--- src/rtl/legacy_frame_reassembler_core_macros.svh ---
// assertion macros for the frame reassembler
// each macro expects clk and rst in scope
`ifndef LEGACY_FRAME_REASSEMBLER_CORE_MACROS_SVH
`define LEGACY_FRAME_REASSEMBLER_CORE_MACROS_SVH
`ifndef SYNTHESIS
`define LFR_ASSERT_NOW(lbl, ante, cons, msg) \
  lbl: assert property (@(posedge clk) disable iff (rst) (ante) |-> (cons)) else $error(msg);
`define LFR_ASSERT_NEXT(lbl, ante, cons, msg) \
  lbl: assert property (@(posedge clk) disable iff (rst) (ante) |=> (cons)) else $error(msg);
`else
`define LFR_ASSERT_NOW(lbl, ante, cons, msg)
`define LFR_ASSERT_NEXT(lbl, ante, cons, msg)
`endif
`endif

--- src/rtl/lfr_pkg.sv ---
package lfr_pkg;

  // field widths
  localparam int BYTE_W   = 8;
  localparam int POS_W    = 6;
  localparam int OFFSET_W = 6;
  localparam int EXT_W    = 7;
  localparam int COUNT_W  = 4;
  localparam int CLASS_W  = 3;

  // defaults for the top-level parameter
  localparam int FRAME_BYTES = 44;

  // packet bytes at or beyond this position are not stored
  localparam int MAX_PACKET_BYTES = 48;

  // packet classes
  localparam logic [CLASS_W-1:0] CLS_IGNORE = 3'd0;
  localparam logic [CLASS_W-1:0] CLS_FIRST  = 3'd1;
  localparam logic [CLASS_W-1:0] CLS_CONT1  = 3'd2;
  localparam logic [CLASS_W-1:0] CLS_CONTN  = 3'd3;
  localparam logic [CLASS_W-1:0] CLS_FINAL  = 3'd4;

  // packet markers and lengths
  localparam logic [BYTE_W-1:0] TAG_CONT1 = 8'hFE;
  localparam logic [BYTE_W-1:0] TAG_CONTN = 8'hFF;
  localparam logic [BYTE_W-1:0] TAG_FINAL = 8'hF8;
  localparam logic [POS_W-1:0]  SHORT_LEN = 6'd5;
  localparam logic [POS_W-1:0]  FINAL_LEN = 6'd33;

  // frame layout
  localparam logic [OFFSET_W-1:0] HDR_OFFSET  = 6'd4;
  localparam logic [BYTE_W-1:0]   HDR_MARK    = 8'h80;
  localparam logic [EXT_W-1:0]    FIRST_BASE  = 7'd5;
  localparam logic [EXT_W-1:0]    CHUNK_BASE  = 7'd12;
  localparam logic [POS_W-1:0]    CHUNK_BYTES = 6'd4;
  localparam logic [POS_W-1:0]    FINAL_BYTES = 6'd32;
  localparam logic [COUNT_W-1:0]  CHUNK_FULL  = 4'd8;

  // controller to datapath
  typedef struct packed {
    logic                wr_en;
    logic [OFFSET_W-1:0] wr_addr;
    logic [BYTE_W-1:0]   wr_data;
    logic                clr_all;
    logic                clr_en;
    logic [EXT_W-1:0]    clr_base;
    logic [POS_W-1:0]    clr_cnt;
    logic                rd_en;
  } dp_cmd_t;

  // datapath to controller
  typedef struct packed {
    logic rd_last;
  } dp_status_t;

endpackage

--- src/rtl/lfr_ctrl.sv ---
module lfr_ctrl #(
  parameter int FRAME_BYTES = lfr_pkg::FRAME_BYTES
) (
  input  logic                         clk,
  input  logic                         rst,
  input  logic                         start,
  input  logic [lfr_pkg::BYTE_W-1:0]   data_byte,
  input  logic [lfr_pkg::POS_W-1:0]    byte_position,
  input  logic [lfr_pkg::POS_W-1:0]    packet_length,
  input  logic                         packet_end,
  input  lfr_pkg::dp_status_t          status,
  output lfr_pkg::dp_cmd_t             cmd,
  output logic                         busy
);

  localparam logic [0:0] S_IDLE = 1'b0;
  localparam logic [0:0] S_EMIT = 1'b1;

  logic [0:0]                    state, state_next;
  logic [lfr_pkg::CLASS_W-1:0]   pkt_class, pkt_class_next;
  logic [lfr_pkg::COUNT_W-1:0]   chunk_count, chunk_count_next;

  logic                          accept;
  logic                          pos_zero;
  logic [lfr_pkg::CLASS_W-1:0]   cls_new, cls_eff;
  logic [lfr_pkg::EXT_W-1:0]     cnt_off;
  logic [lfr_pkg::EXT_W-1:0]     addr_ext;
  logic                          in_range;
  logic [lfr_pkg::COUNT_W-1:0]   count_upd;

  assign accept   = start && (state == S_IDLE);
  assign pos_zero = (byte_position == '0);
  assign busy     = (state == S_EMIT);
  assign cnt_off  = lfr_pkg::EXT_W'({chunk_count, 2'b00});

  // classify on the first byte of a packet
  always_comb begin
    priority if (data_byte != lfr_pkg::TAG_CONT1 && data_byte != lfr_pkg::TAG_CONTN &&
                 packet_length == lfr_pkg::SHORT_LEN) begin
      cls_new = lfr_pkg::CLS_FIRST;
    end else if (data_byte == lfr_pkg::TAG_CONT1 && packet_length == lfr_pkg::SHORT_LEN) begin
      cls_new = lfr_pkg::CLS_CONT1;
    end else if (data_byte == lfr_pkg::TAG_CONTN && packet_length == lfr_pkg::SHORT_LEN &&
                 chunk_count != '0 && chunk_count < lfr_pkg::CHUNK_FULL) begin
      cls_new = lfr_pkg::CLS_CONTN;
    end else if (data_byte == lfr_pkg::TAG_FINAL && packet_length == lfr_pkg::FINAL_LEN) begin
      cls_new = lfr_pkg::CLS_FINAL;
    end else begin
      cls_new = lfr_pkg::CLS_IGNORE;
    end
  end

  assign cls_eff = pos_zero ? cls_new : pkt_class;

  // target offset and range per class
  always_comb begin
    in_range = 1'b0;
    addr_ext = '0;
    unique case (cls_eff)
      lfr_pkg::CLS_FIRST: begin
        in_range = (byte_position < lfr_pkg::SHORT_LEN);
        addr_ext = lfr_pkg::FIRST_BASE + lfr_pkg::EXT_W'(byte_position);
      end
      lfr_pkg::CLS_CONT1: begin
        in_range = (byte_position != '0) && (byte_position <= lfr_pkg::CHUNK_BYTES);
        addr_ext = lfr_pkg::CHUNK_BASE - 7'd1 + lfr_pkg::EXT_W'(byte_position);
      end
      lfr_pkg::CLS_CONTN: begin
        in_range = (byte_position != '0) && (byte_position <= lfr_pkg::CHUNK_BYTES);
        addr_ext = lfr_pkg::CHUNK_BASE - 7'd1 + cnt_off + lfr_pkg::EXT_W'(byte_position);
      end
      lfr_pkg::CLS_FINAL: begin
        in_range = (byte_position != '0) && (byte_position <= lfr_pkg::FINAL_BYTES);
        addr_ext = lfr_pkg::CHUNK_BASE - 7'd1 + lfr_pkg::EXT_W'(byte_position);
      end
      default: begin
        in_range = 1'b0;
        addr_ext = '0;
      end
    endcase
  end

  // count after the packet's final byte
  always_comb begin
    unique case (cls_eff)
      lfr_pkg::CLS_CONT1: count_upd = 4'd1;
      lfr_pkg::CLS_CONTN: count_upd = chunk_count + 4'd1;
      lfr_pkg::CLS_FINAL: count_upd = lfr_pkg::CHUNK_FULL;
      default:            count_upd = '0;
    endcase
  end

  // commands to the datapath
  always_comb begin
    cmd          = '0;
    cmd.wr_en    = accept && in_range &&
                   (32'(byte_position) < lfr_pkg::MAX_PACKET_BYTES) &&
                   (32'(addr_ext) < FRAME_BYTES);
    cmd.wr_addr  = addr_ext[lfr_pkg::OFFSET_W-1:0];
    cmd.wr_data  = data_byte;
    cmd.rd_en    = (state == S_EMIT);
    if (accept && pos_zero) begin
      unique case (cls_new)
        lfr_pkg::CLS_FIRST: cmd.clr_all = 1'b1;
        lfr_pkg::CLS_CONT1: begin
          cmd.clr_en   = 1'b1;
          cmd.clr_base = lfr_pkg::CHUNK_BASE;
          cmd.clr_cnt  = lfr_pkg::CHUNK_BYTES;
        end
        lfr_pkg::CLS_CONTN: begin
          cmd.clr_en   = 1'b1;
          cmd.clr_base = lfr_pkg::CHUNK_BASE + cnt_off;
          cmd.clr_cnt  = lfr_pkg::CHUNK_BYTES;
        end
        lfr_pkg::CLS_FINAL: begin
          cmd.clr_en   = 1'b1;
          cmd.clr_base = lfr_pkg::CHUNK_BASE;
          cmd.clr_cnt  = lfr_pkg::FINAL_BYTES;
        end
        default: cmd.clr_en = 1'b0;
      endcase
    end
  end

  // next state
  always_comb begin
    state_next       = state;
    pkt_class_next   = pkt_class;
    chunk_count_next = chunk_count;
    unique case (state)
      S_IDLE: begin
        if (accept) begin
          if (packet_end) begin
            pkt_class_next   = lfr_pkg::CLS_IGNORE;
            chunk_count_next = count_upd;
            if (count_upd == lfr_pkg::CHUNK_FULL) begin
              state_next = S_EMIT;
            end
          end else begin
            pkt_class_next = cls_eff;
          end
        end
      end
      S_EMIT: begin
        if (status.rd_last) begin
          state_next = S_IDLE;
        end
      end
      default: state_next = S_IDLE;
    endcase
  end

  always_ff @(posedge clk) begin
    if (rst) begin
      state       <= S_IDLE;
      pkt_class   <= lfr_pkg::CLS_IGNORE;
      chunk_count <= '0;
    end else begin
      state       <= state_next;
      pkt_class   <= pkt_class_next;
      chunk_count <= chunk_count_next;
    end
  end

endmodule

--- src/rtl/lfr_dpath.sv ---
module lfr_dpath #(
  parameter int FRAME_BYTES = lfr_pkg::FRAME_BYTES
) (
  input  logic                          clk,
  input  logic                          rst,
  input  lfr_pkg::dp_cmd_t              cmd,
  output lfr_pkg::dp_status_t           status,
  output logic                          result_strobe,
  output logic [lfr_pkg::BYTE_W-1:0]    frame_byte,
  output logic [lfr_pkg::OFFSET_W-1:0]  frame_offset,
  output logic                          frame_last
);

  localparam logic [lfr_pkg::OFFSET_W-1:0] LAST_ADDR = lfr_pkg::OFFSET_W'(FRAME_BYTES - 1);

  logic [lfr_pkg::BYTE_W-1:0]   mem [FRAME_BYTES];
  logic [FRAME_BYTES-1:0]       valid, valid_next;
  logic [FRAME_BYTES-1:0]       clr_vec;
  logic                         hdr_set;
  logic [lfr_pkg::OFFSET_W-1:0] rd_addr;
  logic [lfr_pkg::BYTE_W-1:0]   rd_data;
  logic                         rd_ok;
  logic                         rd_hdr;

  // frame memory
  always_ff @(posedge clk) begin
    if (cmd.wr_en) begin
      mem[cmd.wr_addr] <= cmd.wr_data;
    end
    if (cmd.rd_en) begin
      rd_data <= mem[rd_addr];
    end
  end

  // per-entry valid bits: cleared entries read as zero, except the header entry once set
  always_comb begin
    for (int i = 0; i < FRAME_BYTES; i++) begin
      clr_vec[i] = cmd.clr_all ||
                   (cmd.clr_en && (lfr_pkg::EXT_W'(i) >= cmd.clr_base) &&
                    (lfr_pkg::EXT_W'(i) < cmd.clr_base + lfr_pkg::EXT_W'(cmd.clr_cnt)));
      valid_next[i] = (valid[i] && !clr_vec[i]) ||
                      (cmd.wr_en && cmd.wr_addr == lfr_pkg::OFFSET_W'(i));
    end
  end

  always_ff @(posedge clk) begin
    if (rst) begin
      valid   <= '0;
      hdr_set <= 1'b0;
    end else begin
      valid <= valid_next;
      if (cmd.clr_all) begin
        hdr_set <= 1'b1;
      end
    end
  end

  // emission read sequence
  always_ff @(posedge clk) begin
    if (rst) begin
      rd_addr       <= '0;
      result_strobe <= 1'b0;
    end else begin
      result_strobe <= cmd.rd_en;
      if (cmd.rd_en) begin
        rd_addr <= (rd_addr == LAST_ADDR) ? '0 : rd_addr + 1'b1;
      end
    end
  end

  always_ff @(posedge clk) begin
    if (cmd.rd_en) begin
      rd_ok        <= valid[rd_addr];
      rd_hdr       <= hdr_set && (rd_addr == lfr_pkg::HDR_OFFSET);
      frame_offset <= rd_addr;
      frame_last   <= (rd_addr == LAST_ADDR);
    end
  end

  assign status.rd_last = (rd_addr == LAST_ADDR);
  assign frame_byte     = rd_ok ? rd_data : (rd_hdr ? lfr_pkg::HDR_MARK : '0);

endmodule

--- src/rtl/legacy_frame_reassembler_core.sv ---
// Status frame reassembler for one legacy panel source. Packet bytes come in
// one per cycle on start, each with its position, its packet's length and an
// end mark; an input byte is taken when start is high and busy is low, so
// the block takes one byte every cycle while it is not emitting. When a
// packet completes the frame (chunk count reaches 8), busy rises on the next
// cycle and stays high while the whole frame memory is read
// out one entry per cycle through its single read port. Each frame byte is
// shown for exactly one cycle with result_strobe, in the cycle after its read,
// in offset order; frame_last marks the final byte. The receiver cannot
// stall: it must take every strobed byte. No clearing pass is needed after
// reset.
`include "legacy_frame_reassembler_core_macros.svh"

module legacy_frame_reassembler_core #(
  parameter int FRAME_BYTES = lfr_pkg::FRAME_BYTES
) (
  input  logic                          clk,
  input  logic                          rst,
  input  logic                          start,
  output logic                          busy,
  input  logic [lfr_pkg::BYTE_W-1:0]    data_byte,
  input  logic [lfr_pkg::POS_W-1:0]     byte_position,
  input  logic [lfr_pkg::POS_W-1:0]     packet_length,
  input  logic                          packet_end,
  output logic                          result_strobe,
  output logic [lfr_pkg::BYTE_W-1:0]    frame_byte,
  output logic [lfr_pkg::OFFSET_W-1:0]  frame_offset,
  output logic                          frame_last
);

  lfr_pkg::dp_cmd_t    cmd;
  lfr_pkg::dp_status_t status;

  // packet classification and sequencing
  lfr_ctrl #(
    .FRAME_BYTES(FRAME_BYTES)
  ) u_ctrl (
    .clk           (clk),
    .rst           (rst),
    .start         (start),
    .data_byte     (data_byte),
    .byte_position (byte_position),
    .packet_length (packet_length),
    .packet_end    (packet_end),
    .status        (status),
    .cmd           (cmd),
    .busy          (busy)
  );

  // frame storage and read-out
  lfr_dpath #(
    .FRAME_BYTES(FRAME_BYTES)
  ) u_dpath (
    .clk           (clk),
    .rst           (rst),
    .cmd           (cmd),
    .status        (status),
    .result_strobe (result_strobe),
    .frame_byte    (frame_byte),
    .frame_offset  (frame_offset),
    .frame_last    (frame_last)
  );

  // checks
  `LFR_ASSERT_NOW(a_last_offset, result_strobe && frame_last, frame_offset == lfr_pkg::OFFSET_W'(FRAME_BYTES - 1), "last byte not at final offset")
  `LFR_ASSERT_NEXT(a_burst_cont, result_strobe && !frame_last, result_strobe && frame_offset == $past(frame_offset) + 1'b1, "frame burst broken")
  `LFR_ASSERT_NEXT(a_burst_start, $rose(busy), result_strobe && frame_offset == '0, "frame burst does not start at offset zero")
  `LFR_ASSERT_NOW(a_low_zero, result_strobe && frame_offset < lfr_pkg::HDR_OFFSET, frame_byte == '0, "unwritten leading bytes not zero")

endmodule
--- config.mk ---
export PLATFORM = sky130hd
export DESIGN_NAME = legacy_frame_reassembler_core
export DESIGN_NICKNAME = d
export VERILOG_FILES = /design/src/rtl/lfr_pkg.sv /design/src/rtl/lfr_ctrl.sv /design/src/rtl/lfr_dpath.sv /design/src/rtl/legacy_frame_reassembler_core.sv
export VERILOG_INCLUDE_DIRS = /design/src /design/src/rtl
export SDC_FILE = /design/constraint.sdc
export NUM_CORES = 1
export LEC_CHECK = 0
export BUFFER_PORTS_ARGS = -buffer_cell sky130_fd_sc_hd__buf_2
export CAP_MARGIN = 25
export CORE_MARGIN = 4
export CORE_UTILIZATION = 40
export DETAILED_ROUTE_END_ITERATION = 12
export GPL_ROUTABILITY_DRIVEN = 1
export PLACE_DENSITY = 0.66
export REMOVE_ABC_BUFFERS = 1
export SYNTH_ARGS = -nofsm -noshare
export SYNTH_HDL_FRONTEND = slang
export SYNTH_SLANG_ARGS = --single-unit
export TNS_END_PERCENT = 30
--- constraint.sdc ---
create_clock -name clk -period 5.72 [get_ports clk]
set_input_delay 1.144 -clock clk [delete_from_list [all_inputs] [get_ports clk]]
set_output_delay 1.144 -clock clk [all_outputs]
set_load 0.02 [all_outputs]
==> results of run 1 <==
## where the power goes
group	total, mW	leakage [nW]	switching, mW	internal (mW)
registers	3.39	3.80	0.00110	3.39
logic	0.128	2.22	0.0920	0.0357
clock network	2.79	0.678	1.17	1.62
total	6.30	6.70	1.26	5.04
## worst min-delay path by stage
stage | startpoint | depth (start not counted) | slack, ns | end
6_report | u_dpath.valid[2] | 2 | 0.45 | u_dpath.valid[2]
5_1_grt | u_dpath.valid[2] | 2 | 0.46 | u_dpath.valid[2]
4_1_cts | u_dpath.valid[2] | 2 | 0.45 | u_dpath.valid[2]
3_5_place_dp | u_dpath.valid[2] | 2 | 0.44 | u_dpath.valid[2]
3_3_place_gp | u_dpath.valid[0] | 2 | 0.43 | u_dpath.valid[0]
2_1_floorplan | u_dpath.valid[1] | 2 | 0.42 | u_dpath.valid[1]
## sequential cells by signal, indices dropped and copies added, names as in the netlist
name,flops
u_dpath.result_strobe,1
u_dpath.frame_last,1
u_dpath.frame_offset,6
u_dpath.mem,352
u_dpath.rd_hdr,1
u_ctrl.pkt_class,3
u_ctrl.chunk_count,4
u_dpath.valid,44
u_dpath.rd_ok,1
u_dpath.rd_data,8
u_dpath.rd_addr,6
u_ctrl.busy,1
u_dpath.hdr_set,1
## routing by layer
layer | vias to the layer above | wire, µm | global-route usage
li1 | 4608 | - | -
met1 | 5200 | 18400 | 0.248
met2 | 372 | 20100 | 0.276
met3 | 63 | 2990 | 0.0346
met4 | 2 | 998 | 0.0483
met5 | - | 7 | 0
## cell type report
| type | instances | share of cell area |
|---|---|---|
| clock buffer | 65 | 0.0594 |
| clock inverter | 19 | 0.00735 |
| inverter | 49 | 0.00872 |
| multi-input combinational | 550 | 0.260 |
| sequential | 429 | 0.583 |
| tap | 592 | 0.0351 |
| timing repair buffer | 143 | 0.0469 |
## per-stage QoR
| stage | instances | TNS [ns] | area (µm²) |
|---|---|---|---|
| after CTS | 1847 | 0 | 21100 |
| after global routing | 1847 | 0 | 21100 |
| after detailed placement | 1763 | -0.0882 | 19700 |
| after floorplan | 1028 | -12.68 | 17900 |
| final | 1847 | 0 | 21100 |
| after global placement | 1762 | 0 | 19700 |
## worst reg2reg max path, cell delays in order, from the launching register on
cell and delay [ns]:
dfxtp_1 0.54, inv_1 0.08, ha_1 0.25, nor2b_1 0.18, o21a_1 0.27, o31a_4 0.38, xnor2_4 0.13, nor2_1 0.19
inv_1 0.08, ha_1 0.35, nand3_1 0.10, o211ai_1 0.20, xnor2_1 0.11, o311a_1 0.43, or4_1 0.75, nor2_1 0.19
buf_4 0.19
## synth_stat cells, types with 7 or more instances
master	number	area share
nor2_1	78	0.016
o21ai_0	33	0.0091
o22ai_1	33	0.011
inv_1	49	0.010
edfxtp_1	369	0.61
nand3_1	18	0.0050
mux2i_1	20	0.011
buf_1	13	0.0027
nand4_1	11	0.0038
ha_1	21	0.014
and2_1	10	0.0034
clkbuf_1	28	0.0058
buf_2	12	0.0033
or2_2	7	0.0024
nand2_1	39	0.0081
xnor2_1	9	0.0043
dfxtp_1	60	0.066
a21oi_1	20	0.0055
mux4_2	117	0.15
nor3_1	8	0.0022
## cells by family (layout without fill, tap and decap cells)
group                    count (synthesis)  count (layout)  synth area share
flip-flops                             429             429             0.676
AND/OR/NAND/NOR                        215             215            0.0594
AO/OA/AOI/OAI                          155             155            0.0582
multiplexers                           141             141             0.159
buffers and inverters                  103             276            0.0225
adder cells (fa/ha/maj)                 23              23            0.0167
XOR/XNOR                                16              16           0.00874
==> flow_metrics.env, run 1 <==
export IMPL_fin_crit_sh=0.918
export IMPL_grt_overflow_total=0
export IMPL_io_pins=41
export IMPL_rsz0062_at_grt="no"
export IMPL_status="completed"
export IMPL_ys_ff_latch=429
export IMPL_final_seq_area_mm2=0.0123
export IMPL_slew_viol_final=0
export IMPL_r2r_slack_ns=1.01
export IMPL_maxCapViolCount=0
export IMPL_final_common_cell="edfxtp_1"
export IMPL_area_growth_pct=16.1
export IMPL_root_buffer="clkbuf_16"
export IMPL_grt_pass1_vias=10400
export IMPL_synth_edf_count=369
export IMPL_finalHoldViolations=0
export IMPL_cp_cell_sequence="buf_2, inv_1, ha_1, or4b_1, or4_4, o31a_4, xnor2_4, nor2_1, inv_1, ha_1, nand3_1, o211ai_1, xnor2_1, o311a_1, or4_1, nor2_1, buf_4"
export IMPL_grt_max_degree=55
export IMPL_final_cell_mix="edfxtp_1, mux4_2, buf_4"
export IMPL_crit_start="byte_position[0]"
export IMPL_yosysSeqAreaShare=0.676
export IMPL_whs_ns=0.449
export IMPL_post_route_util=0.473
export IMPL_synth_area_mm2=0.0182
export IMPL_wl_um=42500
export IMPL_clkTransAtPathRegs_ns=0.06
export IMPL_n_antenna_cell=0
export IMPL_hpwl_um=27800
export IMPL_die_h_um=221
export IMPL_layout_setup_ws_ns=0.471
export IMPL_synth_flop_cell="edfxtp_1"
export IMPL_power_total_mw=6.30
export IMPL_r2r_cells=16
export IMPL_p_leak_nw=6.70
export IMPL_grt_use_total=0.174
export IMPL_drc=0
export IMPL_start_util=0.407
export IMPL_cts_setup_buffers=0
export IMPL_crit_arrival_ns=5.52
export IMPL_num_vias=10200
export IMPL_cts_tree="done"
export IMPL_clock_sinks=429
export IMPL_async_reset_ff_frac=0
export IMPL_clockBufferDepth=3
export IMPL_min_path_type="register to register"
export IMPL_wl_per_cell_um=23.0
export IMPL_grt_pass1_wl_um=65100
export IMPL_gp_congestion=0.845
export IMPL_required_ns=5.99
export IMPL_syn_inst=1082
export IMPL_vdd_drop_max_v=0.000191
export IMPL_clock_skew_ns=0.0233
export IMPL_path_depth=17
export IMPL_synth_cell_types=76
export IMPL_r2r_start="u_ctrl.chunk_count[0]"
export IMPL_min_period_ns=5.25
export IMPL_row_count=77
export IMPL_pre_cts_ws_ns=-0.00596
export IMPL_io_buffer_count=40
export IMPL_setup_violations=0
export IMPL_post_cts_resize_count=0
export IMPL_antenna_found_initial=1
export IMPL_cpMaxStageDelayCell="or4_1"
export IMPL_die_w_um=221
export IMPL_drt_initial_drc_count=794
export IMPL_cts_hold_buf=0
export IMPL_n_fill_cell=3729
export IMPL_htree_levels=2
export IMPL_powerDensity_mw_per_mm2=299
export IMPL_path_max_fanout=11
export IMPL_cp_top_family="simple AND/OR/NAND/NOR gates"
export IMPL_syn_area_per_cell_um2=16.8
export IMPL_multi_input_area_mm2=0.00548
export IMPL_die_area_mm2=0.0489
export IMPL_critPathMaxStageDelay_ns=0.75
export IMPL_path_buf_inv=4
export IMPL_end_kind="register"
export IMPL_path_class="input pin to register"
export IMPL_viasPerCell=5.55
export IMPL_yosys_warnings=0
export IMPL_slew_headroom=0.308
export IMPL_ant_nets=0
export IMPL_numCtsBuffers=45
export IMPL_coreArea_mm2=0.0446
export IMPL_dr_pass1_iters=5
export IMPL_nets=1265
export IMPL_layout_drive_gt1_share=0.276
export IMPL_reg2reg_to="u_dpath.mem[43][7]"
export IMPL_worstSkewPairLatency_ns=0.57
export IMPL_endpoint="u_dpath.mem[43][7]"
export IMPL_worstMarginPinSlew_ns=1.04
export IMPL_critPathLaunchType="input pin"
export IMPL_fmax_ghz=0.191
Power figures use the tool's default switching activity.
==> run 2: changes to the inputs <==
- ABC_AREA: not set -> 1
==> flow_metrics.env, run 2 <==
export IMPL_status="completed"
export IMPL_rsz0062_at_grt="no"
export IMPL_clock_skew_ns=0.0321
export IMPL_yosysSeqAreaShare=0.641
export IMPL_io_pins=41
export IMPL_required_ns=5.98
export IMPL_largest_register="u_dpath.mem"
export IMPL_coreArea_mm2=0.0470
export IMPL_switchingPower_mw=1.30
export IMPL_fin_crit_sh=0.833
export IMPL_worstMarginPinSlew_ns=1.08
export IMPL_p_leak_nw=7.61
export IMPL_maxCapViolCount=0
export IMPL_synth_edf_count=369
export IMPL_path_max_fanout=15
export IMPL_largest_registers="u_dpath.mem x352, u_dpath.valid x44, u_dpath.rd_data x8"
export IMPL_slew_viol_final=0
export IMPL_slew_headroom=0.282
export IMPL_n_fill_cell=4264
export IMPL_synth_common_cells="edfxtp_1, nor2_1, nand2_1"
export IMPL_power_share_switching=0.207
export IMPL_async_reset_ff_frac=0
export IMPL_clkTransAtPathRegs_ns=0.06
export IMPL_grt_use_met3=0.0452
export IMPL_setup_violations=0
export IMPL_hpwl_um=32800
export IMPL_min_period_ns=4.77
export IMPL_gr_usage_met1=0.268
export IMPL_clockPowerShare=0.432
export IMPL_numCtsBuffers=43
export IMPL_cts_hold_buf=0
export IMPL_critPathLaunchType="input pin"
export IMPL_crit_arrival_ns=5.02
export IMPL_layout_drive_gt1_share=0.117
export IMPL_ant_nets=0
export IMPL_cts_setup_buffers=0
export IMPL_syn_area_per_cell_um2=10.3
export IMPL_wl_per_cell_um=20.3
export IMPL_dr_pass1_iters=5
export IMPL_yosys_warnings=0
export IMPL_path_class="input pin to register"
export IMPL_end_kind="register"
export IMPL_die_area_mm2=0.0515
export IMPL_top_usage_layer="met2"
export IMPL_nets=1935
export IMPL_gp_congestion=0.935
export IMPL_grt_pass1_vias=13300
export IMPL_io_buffer_count=40
export IMPL_synth_cell_types=52
export IMPL_grt_use_total=0.196
export IMPL_powerDensity_mw_per_mm2=293
export IMPL_intPower_mw=4.98
export IMPL_final_area_mm2=0.0214
export IMPL_drt_initial_drc_count=1536
export IMPL_grt_max_degree=138
export IMPL_post_cts_resize_count=0
export IMPL_yosys_area_top_type="edfxtp_1"
export IMPL_yosys_top_cells_area="edfxtp_1, nor2_1, dfxtp_1, o21ai_0, nand2_1"
export IMPL_wl_um=51400
export IMPL_worstSkewPairLatency_ns=0.56
export IMPL_synth_area_mm2=0.0192
export IMPL_grt_pass1_wl_um=78300
export IMPL_synth_flop_cell="edfxtp_1"
export IMPL_final_common_cell="edfxtp_1"
export IMPL_drc=0
export IMPL_placed_cell_area_mm2=0.0201
export IMPL_num_vias=14100
export IMPL_row_count=79
export IMPL_synth_most_common_cell="edfxtp_1"
export IMPL_area_growth_pct=11.9
export IMPL_multi_input_area_mm2=0.00609
export IMPL_n_antenna_cell=0
export IMPL_met2_usage=0.311
export IMPL_die_w_um=227
export IMPL_power_total_mw=6.28
export IMPL_synth_top_area_share=0.578
export IMPL_ys_ff_latch=429
export IMPL_largest_reg_flops=352
export IMPL_combPwrFrac=0.027
export IMPL_vdd_drop_max_v=0.000232
export IMPL_fmax_ghz=0.210
export IMPL_seqPwrFrac=0.540
export IMPL_cts_tree="done"
export IMPL_final_cell_mix="edfxtp_1, nor2_1, nand2_1"
export IMPL_syn_inst=1854
export IMPL_clock_sinks=429
export IMPL_die_h_um=227
export IMPL_clockBufferDepth=3
export IMPL_root_buffer="clkbuf_16"
export IMPL_min_path_type="register to register"
export IMPL_final_seq_area_mm2=0.0123
export IMPL_finalHoldViolations=0
export IMPL_htree_levels=2
export IMPL_viasPerCell=5.56
export IMPL_setup_tns_final_ns=0
export IMPL_grt_overflow_total=0
export IMPL_antenna_found_initial=0
export IMPL_start_util=0.408
==> run 2: cell types whose count changed in the layout (fill, tap and decap cells not counted), sizes merged, moves of 9 or more <==
cell / previous run / this run
nand4: 11 / 23
a21oi: 21 / 82
mux4: 117 / 0
mux2i: 21 / 0
nand2: 40 / 247
o22ai: 33 / 91
and2: 10 / 0
buf: 142 / 85
nor2: 78 / 364
inv: 52 / 105
xnor2: 10 / 1
o21ai: 37 / 225
nand3: 18 / 113
==> run 2: per-layer routing <==
layer  part of all wire  vias to the layer above
li1                   -                     6603
met1               0.43                     6835
met2               0.46                      535
met4              0.032                        0
met3              0.083                       93
met5                  0                        -
==> run 2: cell type report <==
cell class | instances | share of cell area
Clock buffer | 61 | 0.0557
Clock inverter | 17 | 0.00723
Inverter | 108 | 0.0192
Multi-Input combinational cell | 1221 | 0.284
Sequential cell | 429 | 0.573
Tap cell | 607 | 0.0354
Timing Repair Buffer | 85 | 0.0257
==> run 2: power by group through the flow <==
stage               registers [mW]  logic [mW]  clock network [mW]
floorplan                     3.46      0.0703                   0
global placement              3.46       0.166                   0
detailed placement            3.46       0.171                   0
CTS                           3.40       0.171                2.75
global route                  3.39       0.188                2.89
finish                        3.40       0.171                2.72
==> run 2: worst paths after layout <==
check / start / endpoint / slack [ns] / cells past startpoint
max reg2reg: u_ctrl.chunk_count[0] / u_dpath.mem[19][1] / 1.21 / 27
min reg2reg: u_dpath.valid[13] / u_dpath.valid[13] / 0.46 / 2
min: u_dpath.valid[13] / u_dpath.valid[13] / 0.46 / 2
max: data_byte[5] / u_dpath.mem[19][1] / 0.95 / 26
==> run 2: cells by family (layout without fill, tap and decap cells) <==
logic type / Yosys count / in the layout / synth area share
multiplexers: 1 / 1 / 0.000588
AO/OA/AOI/OAI: 422 / 422 / 0.120
adder cells (fa/ha/maj): 23 / 23 / 0.0158
XOR/XNOR: 10 / 10 / 0.00457
flip-flops: 429 / 429 / 0.641
buffers and inverters: 204 / 271 / 0.0418
AND/OR/NAND/NOR: 765 / 765 / 0.176
==> run 2: critical path: stages <==
cell and delay [ns]:
buf_2 0.11, nand2_1 0.21, inv_1 0.09, nand2_1 0.16, nor2_1 0.08, nand2_1 0.14, inv_1 0.09, o21ai_2 0.27
nand3_2 0.18, nand2_1 0.21, inv_2 0.06, ha_1 0.35, nand3_1 0.09, nand3_1 0.11, xor2_1 0.15, inv_1 0.05
nand2_1 0.07, nand2_2 0.14, nand2_4 0.13, nand2_2 0.07, nand2_4 0.07, nand2_4 0.07, inv_4 0.20, nand2_1 0.25
nor2_1 0.28, buf_4 0.24
==> run 2: metrics by stage <==
step / setup WS, ns / instances / hold slack [ns] / util
CTS: 0.986 / 2528 / 0.463 / 0.457
finish: 0.955 / 2528 / 0.462 / 0.457
detailed placement: 0.411 / 2450 / 0.454 / 0.428
floorplan: -2.51 / 1758 / 0.434 / -
global placement: 0.486 / 2450 / 0.452 / 0.428
global route: 0.578 / 2528 / 0.480 / 0.457
==> run 3: changes to the inputs <==
- clock period: 5.72 -> 3.9 ns (I/O delays scaled with it)
==> flow_metrics.env, run 3 (same netlist as run 2, synthesis figures left out) <==
export IMPL_status="completed"
export IMPL_top_usage_layer="met2"
export IMPL_final_cell_mix="edfxtp_1, nor2_1, o21ai_0"
export IMPL_clock_skew_ns=0.0195
export IMPL_clkTransAtPathRegs_ns=0.06
export IMPL_crit_arrival_ns=3.88
export IMPL_slew_viol_final=0
export IMPL_grt_max_degree=203
export IMPL_worstSkewPairLatency_ns=0.58
export IMPL_holdPathStages=2
export IMPL_r2r_start="u_ctrl.chunk_count[1]"
export IMPL_dr_pass1_iters=6
export IMPL_htree_levels=2
export IMPL_seqPwrFrac=0.524
export IMPL_path_max_fanout=8
export IMPL_slew_headroom=0.391
export IMPL_drc=0
export IMPL_final_common_cell="edfxtp_1"
export IMPL_n_fill_cell=4108
export IMPL_area_growth_pct=18.6
export IMPL_root_buffer="clkbuf_16"
export IMPL_cts_hold_buf=0
export IMPL_grt_use_met3=0.0256
export IMPL_antenna_found_initial=2
export IMPL_reg2reg_to="u_dpath.mem[19][7]"
export IMPL_r2r_slack_ns=0.31
export IMPL_grt_use_total=0.201
export IMPL_vdd_drop_max_v=0.000267
export IMPL_die_area_mm2=0.0515
export IMPL_path_depth=25
export IMPL_nets=2057
export IMPL_grt_pass1_vias=14100
export IMPL_grt_pass1_wl_um=81100
export IMPL_layout_drive_gt1_share=0.176
export IMPL_layout_setup_ws_ns=0.306
export IMPL_io_pins=41
export IMPL_finalHoldViolations=0
export IMPL_maxCapViolCount=0
export IMPL_min_to="u_dpath.valid[38]"
export IMPL_hpwl_um=34000
export IMPL_combPwrFrac=0.030
export IMPL_largest_reg_flops=352
export IMPL_min_period_ns=3.59
export IMPL_path_class="input pin to register"
export IMPL_die_h_um=227
export IMPL_row_count=79
export IMPL_setup_violations=0
export IMPL_grt_overflow_total=0
export IMPL_clockBufferDepth=3
export IMPL_gr_usage_met1=0.287
export IMPL_die_w_um=227
export IMPL_end_kind="register"
export IMPL_numCtsBuffers=44
export IMPL_cpMaxStageDelayCell="ha_1"
export IMPL_clock_sinks=429
export IMPL_intPower_mw=7.52
export IMPL_p_leak_nw=8.33
export IMPL_required_ns=4.18
export IMPL_clockPowerShare=0.445
export IMPL_whs_ns=0.463
export IMPL_fin_crit_sh=0.922
export IMPL_fmax_ghz=0.278
export IMPL_met2_usage=0.324
export IMPL_switchingPower_mw=1.97
export IMPL_gp_congestion=0.874
export IMPL_cp_top_family="simple AND/OR/NAND/NOR gates"
export IMPL_wl_per_cell_um=19.8
export IMPL_critPathLaunchType="input pin"
export IMPL_drt_initial_drc_count=1761
export IMPL_coreArea_mm2=0.0470
export IMPL_path_buf_inv=8
export IMPL_viasPerCell=5.48
export IMPL_io_buffer_count=40
export IMPL_worstMarginPinSlew_ns=0.914
export IMPL_powerDensity_mw_per_mm2=418
export IMPL_min_path_type="register to register"
export IMPL_largest_register="u_dpath.mem"
export IMPL_start_util=0.408
export IMPL_wl_um=52400
export IMPL_n_antenna_cell=0
export IMPL_hold_start="u_dpath.valid[38]"
export IMPL_ant_nets=0
export IMPL_power_share_switching=0.208
export IMPL_r2r_cells=25
export IMPL_num_vias=14500
export IMPL_critPathMaxStageDelay_ns=0.31
export IMPL_largest_registers="u_dpath.mem x352, u_dpath.valid x44, u_dpath.rd_data x8"
export IMPL_cts_tree="done"
export IMPL_pre_cts_ws_ns=-0.532
[run 3: cell count changes in the layout (fill, tap and decap cells not counted), sizes merged]
cell    change
buf       +120
clkinv      -4
clkbuf      +4
inv         +1
bufinv      +1
[run 3: worst max path at each step]
| stage | slack (ns) | from | endpoint |
|---|---|---|---|
| floorplan | -4.33 | u_dpath.rd_addr[0] | u_dpath.rd_ok |
| global placement | -0.47 | data_byte[5] | u_dpath.mem[31][3] |
| detailed placement | -0.53 | data_byte[5] | u_dpath.mem[28][5] |
| CTS | 0.07 | data_byte[5] | u_dpath.mem[35][6] |
| global route | -0.02 | u_ctrl.chunk_count[1] | u_dpath.mem[3][4] |
| finish | 0.31 | data_byte[7] | u_dpath.mem[19][7] |
[run 3: area by class of cell]
type                    instances  area, µm²  share of cell area
clock inverters                15        193             0.00848
inverters                     108        412              0.0181
clock buffers                  64       1260              0.0554
multi-input cells            1221       6120               0.269
flip-flops and latches        429      12300               0.541
repair buffers                206       1690              0.0745
well taps                     607        759              0.0334
[run 3: per-layer routing]
layer / vias to the layer above / wire length (µm)
met2: 620 / 24300
met4: 0 / 1410
li1: 6833 / -
met5: - / 0
met3: 100 / 3950
met1: 6980 / 22700
[run 3: power by group through the flow]
stage               logic, mW  clock network [mW]  registers, mW
finish                  0.288                4.22           4.98
global route            0.316                4.45           4.97
CTS                     0.284                4.28           4.98
detailed placement      0.283                   0           5.08
global placement        0.278                   0           5.07
floorplan               0.103                   0           5.08
[run 3: repair_timing]
action,4_1_cts,5_1_grt
endpoints found under the hold margin,0,0
resized for setup,0,15
endpoints found under the setup margin,0,353
buffers inserted,0,1
[run 3: metrics by stage]
step | util | instances | cell area (µm²) | TNS, ns | power, mW
finish | 0.484 | 2650 | 22700 | 0 | 9.49
global route | 0.484 | 2650 | 22700 | -0.173 | 9.74
CTS | 0.483 | 2648 | 22700 | 0 | 9.54
detailed placement | 0.452 | 2569 | 21200 | -165.79 | 5.36
global placement | 0.451 | 2568 | 21200 | -139.27 | 5.35
floorplan | - | 1758 | 18800 | -199.68 | 5.18
[run 3: worst reg2reg max path: cells and delay by family, from the launching register on]
family	cells	cell delay [ns]
simple gates	14	1.46
buf+inv	7	0.68
fa+ha+maj	2	0.49
flops	1	0.34
xor+xnor	1	0.18
compound gates	1	0.14
